$ cat src/irtg_pkg.sv
`default_nettype none

package irtg_pkg;

    localparam int DIM_W      = 10;
    localparam int KERN_W     = 3;
    localparam int PAD_W      = 3;
    localparam int ROW_W      = 21;
    localparam int ADDR_W     = 48;
    localparam int BUF_W      = 11;
    localparam int SIGN_W     = 12;
    localparam int PLANE_W    = 21;
    localparam int KWP_W      = 24;
    localparam int MUL_B_W    = 21;
    localparam int CFG_IDX_W  = 3;
    localparam int STEP_W     = 5;
    localparam int DIV_STEPS  = 21;
    localparam int CALC_STEPS = 17;

    typedef enum logic [CFG_IDX_W-1:0] {
        CFG_IMAGE_HEIGHT = 3'd0,
        CFG_IMAGE_WIDTH  = 3'd1,
        CFG_PAD_ROWS     = 3'd2,
        CFG_PAD_COLS     = 3'd3,
        CFG_KERN_HEIGHT  = 3'd4,
        CFG_KERN_WIDTH   = 3'd5,
        CFG_SOURCE_BASE  = 3'd6,
        CFG_DEST_BASE    = 3'd7
    } cfg_index_t;

    typedef enum logic [1:0] {
        KIND_ZERO  = 2'd0,
        KIND_FETCH = 2'd1,
        KIND_PUT   = 2'd2
    } kind_t;

    typedef enum logic [4:0] {
        OP_NONE,
        OP_LOAD,
        OP_DIV,
        OP_BOUNDS,
        OP_MUL_CH,
        OP_MUL_CHW,
        OP_MUL_RW,
        OP_ADD_FT,
        OP_ADD_FS,
        OP_MUL_PLANE,
        OP_MUL_CP,
        OP_MUL_CPKW,
        OP_MUL_CPKH,
        OP_MUL_U,
        OP_ADD_PT,
        OP_MUL_KWP,
        OP_MUL_V,
        OP_ADD_PD,
        OP_FILL,
        OP_NEXT_PUT
    } op_t;

    typedef enum logic [1:0] {
        S_IDLE,
        S_DIV,
        S_CALC,
        S_EMIT
    } state_t;

    typedef struct packed {
        logic [DIM_W-1:0]  image_height;
        logic [DIM_W-1:0]  image_width;
        logic [PAD_W-1:0]  pad_rows;
        logic [PAD_W-1:0]  pad_cols;
        logic [KERN_W-1:0] kern_height;
        logic [KERN_W-1:0] kern_width;
        logic [ADDR_W-1:0] source_base;
        logic [ADDR_W-1:0] dest_base;
    } cfg_t;

    typedef struct packed {
        logic last;
    } dp_status_t;

    typedef struct packed {
        kind_t             kind;
        logic [ADDR_W-1:0] address;
        logic [BUF_W-1:0]  buffer_offset;
        logic [BUF_W-1:0]  length;
        logic              last;
    } desc_t;

    function automatic op_t calc_op(input logic [STEP_W-1:0] step);
        op_t op;
        case (step)
            5'd0:    op = OP_BOUNDS;
            5'd1:    op = OP_MUL_CH;
            5'd2:    op = OP_MUL_CHW;
            5'd3:    op = OP_MUL_RW;
            5'd4:    op = OP_ADD_FT;
            5'd5:    op = OP_ADD_FS;
            5'd6:    op = OP_MUL_PLANE;
            5'd7:    op = OP_MUL_CP;
            5'd8:    op = OP_MUL_CPKW;
            5'd9:    op = OP_MUL_CPKH;
            5'd10:   op = OP_MUL_U;
            5'd11:   op = OP_ADD_PT;
            5'd12:   op = OP_MUL_KWP;
            5'd13:   op = OP_MUL_V;
            5'd14:   op = OP_ADD_PT;
            5'd15:   op = OP_ADD_PD;
            5'd16:   op = OP_FILL;
            default: op = OP_NONE;
        endcase
        return op;
    endfunction

endpackage

`default_nettype wire

$ cat src/irtg_if.sv
`default_nettype none

interface irtg_req_if;
    logic                        valid;
    logic                        ready;
    logic [irtg_pkg::ROW_W-1:0]  padded_row;

    modport source (output valid, output padded_row, input ready);
    modport sink   (input valid, input padded_row, output ready);
endinterface

interface irtg_desc_if;
    logic                        valid;
    logic                        ready;
    logic [1:0]                  kind;
    logic [irtg_pkg::ADDR_W-1:0] address;
    logic [irtg_pkg::BUF_W-1:0]  buffer_offset;
    logic [irtg_pkg::BUF_W-1:0]  length;
    logic                        last;

    modport source (output valid, output kind, output address, output buffer_offset,
                    output length, output last, input ready);
    modport sink   (input valid, input kind, input address, input buffer_offset,
                    input length, input last, output ready);
endinterface

`default_nettype wire

$ cat src/im2col_row_transfer_generator_unit.sv
// Row transfer generator for stride-1 im2col.
// req (valid/ready) takes one padded row index per beat: channel * padded height + row.
// desc (valid/ready) returns the descriptors for that row, one beat per cycle when the
// receiver is ready: a zero-fill or a row fetch into the line buffer first, then one put
// segment per kernel column and valid kernel row. The final beat of a row carries last.
// The cfg port (cfg_we, cfg_index, cfg_data) writes geometry and base addresses; write it
// only while no row is in flight.
// After the req beat, a one-bit-per-cycle divider splits the row index into channel
// and row; a shared multiplier and adder then compute the base addresses and load the
// first descriptor, which desc then offers. Each row has 1 to 50 descriptors;
// req.ready stays low until the last beat of the current row is taken.
// A stalled desc beat holds its payload; the row sequencer waits on it.
// Reset clears the sequencer to idle and loads the register defaults: height, width and
// kernel sizes 1, padding 0, base addresses 0.
`default_nettype none

module im2col_row_transfer_generator_unit #(
    parameter int MAX_KERNEL = 7,
    parameter int MAX_DIM    = 1023,
    parameter int ADDR_BITS  = 48
) (
    input  logic                            clk,
    input  logic                            rst_n,
    input  logic                            cfg_we,
    input  logic [irtg_pkg::CFG_IDX_W-1:0]  cfg_index,
    input  logic [irtg_pkg::ADDR_W-1:0]     cfg_data,
    irtg_req_if.sink                        req,
    irtg_desc_if.source                     desc
);

    irtg_pkg::cfg_t        cfg_reg;
    irtg_pkg::cfg_t        cfg_next;
    irtg_pkg::op_t         op;
    irtg_pkg::dp_status_t  status;
    irtg_pkg::desc_t       dp_desc;
    logic                  ctl_in_ready;
    logic                  ctl_out_valid;

    always_comb
    begin
        cfg_next = cfg_reg;
        if (cfg_we)
        begin
            case (cfg_index)
                irtg_pkg::CFG_IMAGE_HEIGHT:
                    cfg_next.image_height = cfg_data[irtg_pkg::DIM_W-1:0];
                irtg_pkg::CFG_IMAGE_WIDTH:
                    cfg_next.image_width = cfg_data[irtg_pkg::DIM_W-1:0];
                irtg_pkg::CFG_PAD_ROWS:
                    cfg_next.pad_rows = cfg_data[irtg_pkg::PAD_W-1:0];
                irtg_pkg::CFG_PAD_COLS:
                    cfg_next.pad_cols = cfg_data[irtg_pkg::PAD_W-1:0];
                irtg_pkg::CFG_KERN_HEIGHT:
                    cfg_next.kern_height = cfg_data[irtg_pkg::KERN_W-1:0];
                irtg_pkg::CFG_KERN_WIDTH:
                    cfg_next.kern_width = cfg_data[irtg_pkg::KERN_W-1:0];
                irtg_pkg::CFG_SOURCE_BASE:
                    cfg_next.source_base = cfg_data;
                irtg_pkg::CFG_DEST_BASE:
                    cfg_next.dest_base = cfg_data;
                default:
                    cfg_next = cfg_reg;
            endcase
        end
    end

    always_ff @(posedge clk or negedge rst_n)
    begin
        if (!rst_n)
        begin
            cfg_reg.image_height <= irtg_pkg::DIM_W'(1);
            cfg_reg.image_width  <= irtg_pkg::DIM_W'(1);
            cfg_reg.pad_rows     <= '0;
            cfg_reg.pad_cols     <= '0;
            cfg_reg.kern_height  <= irtg_pkg::KERN_W'(1);
            cfg_reg.kern_width   <= irtg_pkg::KERN_W'(1);
            cfg_reg.source_base  <= '0;
            cfg_reg.dest_base    <= '0;
        end
        else
        begin
            cfg_reg <= cfg_next;
        end
    end

    irtg_ctrl u_ctrl (
        .clk       (clk),
        .rst_n     (rst_n),
        .in_valid  (req.valid),
        .in_ready  (ctl_in_ready),
        .out_valid (ctl_out_valid),
        .out_ready (desc.ready),
        .op        (op),
        .status    (status)
    );

    irtg_datapath #(
        .MAX_KERNEL (MAX_KERNEL),
        .MAX_DIM    (MAX_DIM),
        .ADDR_BITS  (ADDR_BITS)
    ) u_datapath (
        .clk        (clk),
        .rst_n      (rst_n),
        .op         (op),
        .cfg        (cfg_reg),
        .padded_row (req.padded_row),
        .status     (status),
        .desc       (dp_desc)
    );

    assign req.ready          = ctl_in_ready;
    assign desc.valid         = ctl_out_valid;
    assign desc.kind          = dp_desc.kind;
    assign desc.address       = dp_desc.address;
    assign desc.buffer_offset = dp_desc.buffer_offset;
    assign desc.length        = dp_desc.length;
    assign desc.last          = dp_desc.last;

endmodule

`default_nettype wire

$ cat src/irtg_ctrl.sv
`default_nettype none

module irtg_ctrl (
    input  logic                   clk,
    input  logic                   rst_n,
    input  logic                   in_valid,
    output logic                   in_ready,
    output logic                   out_valid,
    input  logic                   out_ready,
    output irtg_pkg::op_t          op,
    input  irtg_pkg::dp_status_t   status
);

    irtg_pkg::state_t                 state_reg;
    irtg_pkg::state_t                 state_next;
    logic [irtg_pkg::STEP_W-1:0]      step_reg;
    logic [irtg_pkg::STEP_W-1:0]      step_next;

    always_ff @(posedge clk or negedge rst_n)
    begin
        if (!rst_n)
        begin
            state_reg <= irtg_pkg::S_IDLE;
            step_reg  <= '0;
        end
        else
        begin
            state_reg <= state_next;
            step_reg  <= step_next;
        end
    end

    always_comb
    begin
        state_next = state_reg;
        step_next  = step_reg;
        case (state_reg)
            irtg_pkg::S_IDLE:
            begin
                step_next = '0;
                if (in_valid)
                begin
                    state_next = irtg_pkg::S_DIV;
                end
            end
            irtg_pkg::S_DIV:
            begin
                if (step_reg == irtg_pkg::STEP_W'(irtg_pkg::DIV_STEPS - 1))
                begin
                    step_next  = '0;
                    state_next = irtg_pkg::S_CALC;
                end
                else
                begin
                    step_next = step_reg + 1'b1;
                end
            end
            irtg_pkg::S_CALC:
            begin
                if (step_reg == irtg_pkg::STEP_W'(irtg_pkg::CALC_STEPS - 1))
                begin
                    step_next  = '0;
                    state_next = irtg_pkg::S_EMIT;
                end
                else
                begin
                    step_next = step_reg + 1'b1;
                end
            end
            irtg_pkg::S_EMIT:
            begin
                if (out_ready && status.last)
                begin
                    state_next = irtg_pkg::S_IDLE;
                end
            end
            default:
            begin
                state_next = irtg_pkg::S_IDLE;
                step_next  = '0;
            end
        endcase
    end

    always_comb
    begin
        in_ready  = 1'b0;
        out_valid = 1'b0;
        op        = irtg_pkg::OP_NONE;
        case (state_reg)
            irtg_pkg::S_IDLE:
            begin
                in_ready = 1'b1;
                if (in_valid)
                begin
                    op = irtg_pkg::OP_LOAD;
                end
            end
            irtg_pkg::S_DIV:
            begin
                op = irtg_pkg::OP_DIV;
            end
            irtg_pkg::S_CALC:
            begin
                op = irtg_pkg::calc_op(step_reg);
            end
            irtg_pkg::S_EMIT:
            begin
                out_valid = 1'b1;
                if (out_ready && !status.last)
                begin
                    op = irtg_pkg::OP_NEXT_PUT;
                end
            end
            default:
            begin
                op = irtg_pkg::OP_NONE;
            end
        endcase
    end

    a_accept_starts_div: assert property (@(posedge clk) disable iff (!rst_n)
        (in_valid && in_ready) |=> (state_reg == irtg_pkg::S_DIV) && (step_reg == '0))
        else $error("accepted row did not start division");

    a_div_step_bound: assert property (@(posedge clk) disable iff (!rst_n)
        (state_reg == irtg_pkg::S_DIV) |->
            (step_reg < irtg_pkg::STEP_W'(irtg_pkg::DIV_STEPS)))
        else $error("division step out of range");

    a_last_beat_idles: assert property (@(posedge clk) disable iff (!rst_n)
        (out_valid && out_ready && status.last) |=> (state_reg == irtg_pkg::S_IDLE))
        else $error("final beat did not return to idle");

endmodule

`default_nettype wire

$ cat src/irtg_datapath.sv
`default_nettype none

module irtg_datapath #(
    parameter int MAX_KERNEL = 7,
    parameter int MAX_DIM    = 1023,
    parameter int ADDR_BITS  = 48
) (
    input  logic                        clk,
    input  logic                        rst_n,
    input  irtg_pkg::op_t               op,
    input  irtg_pkg::cfg_t              cfg,
    input  logic [irtg_pkg::ROW_W-1:0]  padded_row,
    output irtg_pkg::dp_status_t        status,
    output irtg_pkg::desc_t             desc
);

    localparam int DW = irtg_pkg::DIM_W;
    localparam int KW = irtg_pkg::KERN_W;
    localparam int AW = irtg_pkg::ADDR_W;
    localparam int BW = irtg_pkg::BUF_W;
    localparam int SW = irtg_pkg::SIGN_W;
    localparam int RW = irtg_pkg::ROW_W;
    localparam int PW = irtg_pkg::PLANE_W;
    localparam int QW = irtg_pkg::KWP_W;
    localparam int MB = irtg_pkg::MUL_B_W;

    localparam int DIM_LIM = (MAX_DIM > (1 << DW) - 1) ? (1 << DW) - 1 : MAX_DIM;
    localparam logic [DW-1:0] DIM_CAP  = DW'(DIM_LIM);
    localparam logic [KW-1:0] KERN_CAP = KW'(MAX_KERNEL);
    localparam int AW_EFF = (ADDR_BITS > AW) ? AW : ADDR_BITS;
    localparam logic [AW-1:0] ADDR_MASK = AW'((65'd1 << AW_EFF) - 65'd1);

    logic [DW-1:0]        h;
    logic [DW-1:0]        w;
    logic [KW-1:0]        kh;
    logic [KW-1:0]        kw;
    logic [BW-1:0]        ph;
    logic [BW-1:0]        bufw;
    logic signed [SW-1:0] oh;
    logic signed [SW-1:0] ow;
    logic                 dims_ok;
    logic [BW-1:0]        oh_u;
    logic [BW-1:0]        ow_u;

    logic [RW-1:0]        quo_reg, quo_next;
    logic [BW-1:0]        rem_reg, rem_next;
    logic                 is_img_reg, is_img_next;
    logic                 any_put_reg, any_put_next;
    logic [KW-1:0]        klo_reg, klo_next;
    logic [KW-1:0]        khi_reg, khi_next;
    logic [AW-1:0]        fa_reg, fa_next;
    logic [AW-1:0]        tmp_reg, tmp_next;
    logic [AW-1:0]        pa_reg, pa_next;
    logic [PW-1:0]        plane_reg, plane_next;
    logic [QW-1:0]        kwp_reg, kwp_next;
    logic [QW-1:0]        delta_reg, delta_next;
    irtg_pkg::kind_t      kind_reg, kind_next;
    logic [AW-1:0]        addr_reg, addr_next;
    logic [BW-1:0]        off_reg, off_next;
    logic [BW-1:0]        len_reg, len_next;
    logic                 last_reg, last_next;
    logic [KW-1:0]        c_reg, c_next;
    logic [KW-1:0]        k_reg, k_next;
    logic [AW-1:0]        col_reg, col_next;

    logic [BW:0]          div_trial;
    logic                 div_ge;
    logic signed [BW+1:0] klo_raw;
    logic [KW-1:0]        khi_c;
    logic [AW-1:0]        mul_a;
    logic [MB-1:0]        mul_b;
    logic [AW+MB-1:0]     mul_full;
    logic [AW-1:0]        mul_p;
    logic [AW-1:0]        add_a;
    logic [AW-1:0]        add_b;
    logic [AW-1:0]        add_s;
    logic [AW-1:0]        col_step;
    logic [AW-1:0]        row_step;
    logic [KW-1:0]        c_inc;
    logic [KW-1:0]        k_inc;
    logic [KW-1:0]        kw_m1;

    always_comb
    begin
        if (cfg.image_height == '0)
            h = DW'(1);
        else if (32'(cfg.image_height) > MAX_DIM)
            h = DIM_CAP;
        else
            h = cfg.image_height;
        if (cfg.image_width == '0)
            w = DW'(1);
        else if (32'(cfg.image_width) > MAX_DIM)
            w = DIM_CAP;
        else
            w = cfg.image_width;
        if (cfg.kern_height == '0)
            kh = KW'(1);
        else if (cfg.kern_height > KERN_CAP)
            kh = KERN_CAP;
        else
            kh = cfg.kern_height;
        if (cfg.kern_width == '0)
            kw = KW'(1);
        else if (cfg.kern_width > KERN_CAP)
            kw = KERN_CAP;
        else
            kw = cfg.kern_width;
    end

    assign ph      = BW'(h) + {cfg.pad_rows, 1'b0};
    assign bufw    = BW'(w) + {cfg.pad_cols, 1'b0};
    assign oh      = $signed(SW'(ph) - SW'(kh) + SW'(1));
    assign ow      = $signed(SW'(bufw) - SW'(kw) + SW'(1));
    assign dims_ok = (oh > 0) && (ow > 0);
    assign oh_u    = oh[BW-1:0];
    assign ow_u    = ow[BW-1:0];
    assign kw_m1   = kw - KW'(1);

    assign div_trial = {rem_reg, quo_reg[RW-1]};
    assign div_ge    = div_trial >= {1'b0, ph};

    assign klo_raw = $signed({2'b00, rem_reg}) - $signed({oh[SW-1], oh}) + 13'sd1;
    assign khi_c   = (rem_reg < BW'(kh - KW'(1))) ? rem_reg[KW-1:0] : kh - KW'(1);

    always_comb
    begin
        mul_a = '0;
        mul_b = '0;
        case (op)
            irtg_pkg::OP_MUL_CH:
            begin
                mul_a = AW'(quo_reg);
                mul_b = MB'(h);
            end
            irtg_pkg::OP_MUL_CHW:
            begin
                mul_a = fa_reg;
                mul_b = MB'(w);
            end
            irtg_pkg::OP_MUL_RW:
            begin
                mul_a = AW'(rem_reg - BW'(cfg.pad_rows));
                mul_b = MB'(w);
            end
            irtg_pkg::OP_MUL_PLANE:
            begin
                mul_a = AW'(oh_u);
                mul_b = MB'(ow_u);
            end
            irtg_pkg::OP_MUL_CP:
            begin
                mul_a = AW'(quo_reg);
                mul_b = plane_reg;
            end
            irtg_pkg::OP_MUL_CPKW:
            begin
                mul_a = pa_reg;
                mul_b = MB'(kw);
            end
            irtg_pkg::OP_MUL_CPKH:
            begin
                mul_a = pa_reg;
                mul_b = MB'(kh);
            end
            irtg_pkg::OP_MUL_U:
            begin
                mul_a = AW'(rem_reg - BW'(klo_reg));
                mul_b = MB'(ow_u);
            end
            irtg_pkg::OP_MUL_KWP:
            begin
                mul_a = AW'(plane_reg);
                mul_b = MB'(kw);
            end
            irtg_pkg::OP_MUL_V:
            begin
                mul_a = AW'(kwp_reg);
                mul_b = MB'(klo_reg);
            end
            default:
            begin
                mul_a = '0;
                mul_b = '0;
            end
        endcase
    end

    assign mul_full = mul_a * mul_b;
    assign mul_p    = mul_full[AW-1:0];

    always_comb
    begin
        add_a = fa_reg;
        add_b = tmp_reg;
        case (op)
            irtg_pkg::OP_ADD_FT:
            begin
                add_a = fa_reg;
                add_b = tmp_reg;
            end
            irtg_pkg::OP_ADD_FS:
            begin
                add_a = fa_reg;
                add_b = cfg.source_base;
            end
            irtg_pkg::OP_ADD_PT:
            begin
                add_a = pa_reg;
                add_b = tmp_reg;
            end
            irtg_pkg::OP_ADD_PD:
            begin
                add_a = pa_reg;
                add_b = cfg.dest_base;
            end
            default:
            begin
                add_a = fa_reg;
                add_b = tmp_reg;
            end
        endcase
    end

    assign add_s    = add_a + add_b;
    assign col_step = col_reg + AW'(plane_reg);
    assign row_step = addr_reg + AW'(delta_reg);
    assign c_inc    = c_reg + KW'(1);
    assign k_inc    = k_reg + KW'(1);

    always_comb
    begin
        quo_next     = quo_reg;
        rem_next     = rem_reg;
        is_img_next  = is_img_reg;
        any_put_next = any_put_reg;
        klo_next     = klo_reg;
        khi_next     = khi_reg;
        fa_next      = fa_reg;
        tmp_next     = tmp_reg;
        pa_next      = pa_reg;
        plane_next   = plane_reg;
        kwp_next     = kwp_reg;
        delta_next   = delta_reg;
        kind_next    = kind_reg;
        addr_next    = addr_reg;
        off_next     = off_reg;
        len_next     = len_reg;
        last_next    = last_reg;
        c_next       = c_reg;
        k_next       = k_reg;
        col_next     = col_reg;
        case (op)
            irtg_pkg::OP_LOAD:
            begin
                quo_next = padded_row;
                rem_next = '0;
            end
            irtg_pkg::OP_DIV:
            begin
                quo_next = {quo_reg[RW-2:0], div_ge};
                rem_next = div_ge ? BW'(div_trial - {1'b0, ph}) : div_trial[BW-1:0];
            end
            irtg_pkg::OP_BOUNDS:
            begin
                is_img_next  = (rem_reg >= BW'(cfg.pad_rows))
                               && (rem_reg < BW'(cfg.pad_rows) + BW'(h));
                any_put_next = dims_ok && (klo_raw <= $signed({10'd0, khi_c}));
                klo_next     = (klo_raw <= 13'sd0) ? '0 : klo_raw[KW-1:0];
                khi_next     = khi_c;
            end
            irtg_pkg::OP_MUL_CH, irtg_pkg::OP_MUL_CHW:
            begin
                fa_next = mul_p;
            end
            irtg_pkg::OP_MUL_RW, irtg_pkg::OP_MUL_U:
            begin
                tmp_next = mul_p;
            end
            irtg_pkg::OP_MUL_PLANE:
            begin
                plane_next = mul_p[PW-1:0];
            end
            irtg_pkg::OP_MUL_CP, irtg_pkg::OP_MUL_CPKW, irtg_pkg::OP_MUL_CPKH:
            begin
                pa_next = mul_p;
            end
            irtg_pkg::OP_MUL_KWP:
            begin
                kwp_next = mul_p[QW-1:0];
            end
            irtg_pkg::OP_MUL_V:
            begin
                tmp_next   = mul_p;
                delta_next = kwp_reg - QW'(ow_u);
            end
            irtg_pkg::OP_ADD_FT, irtg_pkg::OP_ADD_FS:
            begin
                fa_next = add_s;
            end
            irtg_pkg::OP_ADD_PT, irtg_pkg::OP_ADD_PD:
            begin
                pa_next = add_s;
            end
            irtg_pkg::OP_FILL:
            begin
                last_next = !any_put_reg;
                if (is_img_reg)
                begin
                    kind_next = irtg_pkg::KIND_FETCH;
                    addr_next = fa_reg;
                    off_next  = BW'(cfg.pad_cols);
                    len_next  = BW'(w);
                end
                else
                begin
                    kind_next = irtg_pkg::KIND_ZERO;
                    addr_next = '0;
                    off_next  = '0;
                    len_next  = bufw;
                end
            end
            irtg_pkg::OP_NEXT_PUT:
            begin
                len_next = ow_u;
                if (kind_reg != irtg_pkg::KIND_PUT)
                begin
                    kind_next = irtg_pkg::KIND_PUT;
                    addr_next = pa_reg;
                    col_next  = pa_reg;
                    c_next    = '0;
                    k_next    = klo_reg;
                    off_next  = '0;
                    last_next = (kw_m1 == '0) && (klo_reg == khi_reg);
                end
                else if (k_reg == khi_reg)
                begin
                    c_next    = c_inc;
                    k_next    = klo_reg;
                    col_next  = col_step;
                    addr_next = col_step;
                    off_next  = BW'(c_inc);
                    last_next = (c_inc == kw_m1) && (klo_reg == khi_reg);
                end
                else
                begin
                    k_next    = k_inc;
                    addr_next = row_step;
                    last_next = (c_reg == kw_m1) && (k_inc == khi_reg);
                end
            end
            default:
            begin
                quo_next = quo_reg;
            end
        endcase
    end

    always_ff @(posedge clk)
    begin
        quo_reg     <= quo_next;
        rem_reg     <= rem_next;
        is_img_reg  <= is_img_next;
        any_put_reg <= any_put_next;
        klo_reg     <= klo_next;
        khi_reg     <= khi_next;
        fa_reg      <= fa_next;
        tmp_reg     <= tmp_next;
        pa_reg      <= pa_next;
        plane_reg   <= plane_next;
        kwp_reg     <= kwp_next;
        delta_reg   <= delta_next;
        kind_reg    <= kind_next;
        addr_reg    <= addr_next;
        off_reg     <= off_next;
        len_reg     <= len_next;
        last_reg    <= last_next;
        c_reg       <= c_next;
        k_reg       <= k_next;
        col_reg     <= col_next;
    end

    assign status.last        = last_reg;
    assign desc.kind          = kind_reg;
    assign desc.address       = addr_reg & ADDR_MASK;
    assign desc.buffer_offset = off_reg;
    assign desc.length        = len_reg;
    assign desc.last          = last_reg;

    a_load_clears_rem: assert property (@(posedge clk) disable iff (!rst_n)
        (op == irtg_pkg::OP_LOAD) |=> (rem_reg == '0))
        else $error("remainder not cleared on load");

    a_div_shifts_quo: assert property (@(posedge clk) disable iff (!rst_n)
        (op == irtg_pkg::OP_DIV) |=> (quo_reg[RW-1:1] == $past(quo_reg[RW-2:0])))
        else $error("quotient did not shift on division step");

    a_fill_not_put: assert property (@(posedge clk) disable iff (!rst_n)
        (op == irtg_pkg::OP_FILL) |=> (kind_reg != irtg_pkg::KIND_PUT))
        else $error("fill beat tagged as put");

    a_next_is_put: assert property (@(posedge clk) disable iff (!rst_n)
        (op == irtg_pkg::OP_NEXT_PUT) |=> (kind_reg == irtg_pkg::KIND_PUT))
        else $error("advance produced a non-put beat");

endmodule

`default_nettype wire

$ cat src/flat_wrapper.sv
// flat-port wrapper written by rule: the top's interface ports become plain ports
module im2col_row_transfer_generator_unit_flat 
#(
    parameter int MAX_KERNEL = 7,
    parameter int MAX_DIM    = 1023,
    parameter int ADDR_BITS  = 48
)
  (clk, rst_n, cfg_we, cfg_index, cfg_data, req_valid, req_padded_row, req_ready, desc_valid, desc_kind, desc_address, desc_buffer_offset, desc_length, desc_last, desc_ready);
  irtg_req_if req_i ();
  irtg_desc_if desc_i ();
  input  logic clk;
  input  logic rst_n;
  input  logic cfg_we;
  input  logic [irtg_pkg::CFG_IDX_W-1:0] cfg_index;
  input  logic [irtg_pkg::ADDR_W-1:0] cfg_data;
  input wire logic [$bits(req_i.valid)-1:0] req_valid;
  input wire logic [$bits(req_i.padded_row)-1:0] req_padded_row;
  output wire logic [$bits(req_i.ready)-1:0] req_ready;
  output wire logic [$bits(desc_i.valid)-1:0] desc_valid;
  output wire logic [$bits(desc_i.kind)-1:0] desc_kind;
  output wire logic [$bits(desc_i.address)-1:0] desc_address;
  output wire logic [$bits(desc_i.buffer_offset)-1:0] desc_buffer_offset;
  output wire logic [$bits(desc_i.length)-1:0] desc_length;
  output wire logic [$bits(desc_i.last)-1:0] desc_last;
  input wire logic [$bits(desc_i.ready)-1:0] desc_ready;
  assign req_i.valid = req_valid;
  assign req_i.padded_row = req_padded_row;
  assign req_ready = req_i.ready;
  assign desc_valid = desc_i.valid;
  assign desc_kind = desc_i.kind;
  assign desc_address = desc_i.address;
  assign desc_buffer_offset = desc_i.buffer_offset;
  assign desc_length = desc_i.length;
  assign desc_last = desc_i.last;
  assign desc_i.ready = desc_ready;
  im2col_row_transfer_generator_unit #(.MAX_KERNEL(MAX_KERNEL), .MAX_DIM(MAX_DIM), .ADDR_BITS(ADDR_BITS)) u_core (.clk(clk), .rst_n(rst_n), .cfg_we(cfg_we), .cfg_index(cfg_index), .cfg_data(cfg_data), .req(req_i), .desc(desc_i));
endmodule
$ cat config.mk
export PLATFORM = sky130hd
export DESIGN_NAME = im2col_row_transfer_generator_unit_flat
export DESIGN_NICKNAME = d
export VERILOG_FILES = /design/src/irtg_pkg.sv /design/src/irtg_if.sv /design/src/im2col_row_transfer_generator_unit.sv /design/src/irtg_ctrl.sv /design/src/irtg_datapath.sv /design/src/flat_wrapper.sv
export SDC_FILE = /design/constraint.sdc
export NUM_CORES = 2
export LEC_CHECK = 0
export BUFFER_PORTS_ARGS = -buffer_cell sky130_fd_sc_hd__buf_2
export CAP_MARGIN = 30
export CORE_MARGIN = 2
export CORE_UTILIZATION = 66
export DETAILED_ROUTE_END_ITERATION = 10
export PLACE_DENSITY = 0.84
export RECOVER_POWER = 25
export SYNTH_ARGS = -nofsm -noshare
export SYNTH_HDL_FRONTEND = slang
export SYNTH_SLANG_ARGS = --single-unit
$ cat constraint.sdc
create_clock -name clk -period 16.3 [get_ports clk]
set_input_delay 2.445 -clock clk [delete_from_list [all_inputs] [get_ports clk]]
set_output_delay 2.445 -clock clk [all_outputs]
set_load 0.02 [all_outputs]
==> impl_metrics.toml <==
[floorplan]
rows = 106
die_height_um = 294.2
fp.dieArea_um2 = 86570
initial_core_util_pct = 66.54
design.portCount = 152
die_w_um = 294.2
coreArea_um2 = 83560

[timing]
final.setup.tns_ns = 0
fmaxAchievable_mhz = 76.25
relSlewSlack_pct = -145.1
rsz0062_at_grt = "false"
setup_viol = 0
slew_viol_final = 390
fin_skew_ns = 0.03446
period_minus_slack_ns = 13.11
timing_worst_slew_pin_value_ns = 3.677
finalCritPeriodShare_pct = 80.46
final_hold_viol_count = 0

[yosys]
synth-simple-area-share_pct = 14.20
seq_area_frac_synth_pct = 26.18
ys_seq_elements = 507
synth-xor-area-share_pct = 4.663
synth_common_cells = "1140 x nand2_1, 852 x inv_1, 680 x fa_1"
yosysUniqueCellTypes = 89
synth-warning-count = 0
postSynth.asyncResetShare_pct = 26.63
syn-cell-area_um2 = 55590
synth-adder-area-share_pct = 31.34
muxShareOfSynthArea_pct = 3.279
ys.flop_type = "edfxtp_1"
ys_top_cells_by_area = "fa_1 24%, edfxtp_1 20%, nand2_1 7.7%"
synth_top_area_share_pct = 24.49
yosysMostFrequentCell = "nand2_1"
synth_edf_count = 372
syn-instance-count = 5988
syn_avg_cell_area_um2 = 9.284
synth_compound_gate_area_share_pct = 12.32
synth_top_family_by_area = "adder cells"
yosys.area.top_type = "fa_1"

[layout]
syn_to_final_growth_pct = 7.011
drive_above_1_share_pct = 8.389
regArea_um2 = 14550
largest_reg_flops = 128
num-fill-cells = 6351
layout.nets = 7127
postLayoutCellArea_um2 = 59490
multi_input_area_um2 = 37170

[detailed_routing]
vias = 46154
drt_wl_total_mm = 188.3
ant_nets = 0
drt_iter0_drc = 5503
firstDrtPassIters = 8
drcViolationCount = 0
via_per_inst = 6.411
wl_per_cell_um = 26.15

[worst_setup_path]
worst_ep_arrival_time_ns = 13.46
crit_top_cell = "fa_1"
required_ns = 16.64
worstPathMaxFanout = 27
crit_path_end_kind = "flip-flop"
start_kind = "input pin"
cpPeakStageDelay_ns = 0.75
worst-setup-path-type = "input pin to flip-flop"
crit_family = "adder cells"
crit_path_top_delay_cell = "nand3_1"
path_buf_inv = 7

[placed_design]
placed_cell_area_um2 = 57630
place.gp.congestion = 1.035
dpl.hpwl_mm = 146.5
port_buffers = 143

[pwr]
p_per_area_nw_per_um2 = 133.0
p_leak_uw = 0.02722
power_uw = 7914
ir_worst_vdd_v = 0.0002640

[clocking]
clk_latency_ns = 0.65
cts_resized = 0
cts_root_buffer = "clkbuf_16"
cts-htree-levels = 2
cts_buffers = 54
clkTransAtPathRegs_ns = 0.06
clkSinkCount = 507
hold_buffers = 0
cts_setup_buffers = 0
cts_tree = "built"
clk_path_buf_depth = 3

[global_routing]
grt_pass1_wl_mm = 281.9
gr-total-overflow = 0
track_usage_pct = 44.02
grt_max_degree = 74
grt_pass1_vias = 46027
antenna_found_initial = 10

[run]
cap_violations = 8

[run_status]
violations = "capacitance limit, slew limit"
outcome = "finished, violations left"

[worst_hold_path]
min_path_type = "flip-flop to flip-flop"
==> per-stage QoR <==
stage | util, % | setup slack (ns) | hold slack (ns) | cells
after global placement | 68.85 | 3.045 | 0.4875 | 7084
after global routing | 71.19 | 2.796 | 0.5129 | 7196
after detailed placement | 68.97 | 2.809 | 0.4933 | 7093
after CTS | 71.17 | 3.461 | 0.5070 | 7192
final | 71.20 | 3.186 | 0.5050 | 7199
after floorplan | - | 3.972 | 0.4799 | 6099
==> kinds of logic after synthesis <==
logic type | Yosys count
other cells | 2
mux | 164
simple gates | 1813
fa+ha+maj | 986
buf+inv | 1160
xor+xnor | 296
compound gates | 1060
flops | 507
==> final timing paths <==
check                      depth (start not counted)                start  slack [ns]                      endpoint
setup / recovery                                  37           desc_ready        3.19  u_core.u_datapath.fa_reg[47]
hold / removal                                     1   u_core.cfg_reg[84]        0.50            u_core.cfg_reg[84]
setup reg to reg                                  42  u_core.cfg_reg[109]        3.54  u_core.u_datapath.fa_reg[47]
hold reg to reg                                    1   u_core.cfg_reg[84]        0.50            u_core.cfg_reg[84]
max in group asynchronous                          2                rst_n        8.69     u_core.u_ctrl.step_reg[2]
min in group asynchronous                          1                rst_n        3.05            u_core.cfg_reg[76]
==> cell usage in the layout (no fill, tap or decap), types with 38 or more instances in the layout <==
cell,instances
and3_1,45
mux2_2,144
fa_1,680
conb_1,113
and2_1,93
edfxtp_1,372
nor2b_1,41
o21ai_0,287
nand2_1,1140
clkbuf_16,62
dfrtp_1,131
ha_1,298
nor3_1,38
buf_4,63
a21o_1,132
nand3_1,105
inv_1,851
buf_2,144
nor2_1,205
xor2_1,132
xnor2_1,164
a21oi_1,256
a22oi_1,77
==> metal layers <==
layer	track usage (%)	part of all wire [%]	vias to the layer above	wire length, um
met1	59.06	37	22694	69090
met4	21.50	5.9	6	11120
met3	13.07	14	604	26910
met2	65.66	43	3166	81100
met5	0	0.022	-	42
li1	-	-	19684	-
==> power by group <==
group | internal, uW | switching (uW)
sequential | 1810 | 242
clock | 727 | 568
combinational | 1710 | 2860
==> final cells by class <==
type,instances,area share [%]
Clock buffer,72,2.633
Inverter,852,5.376
Multi-Input combinational cell,4432,62.47
Timing Repair Buffer,225,2.313
Antenna cell,4,0.01683
Tap cell,1080,2.271
Sequential cell,507,24.46
Clock inverter,27,0.4522
(Power assumes the default switching activity.)
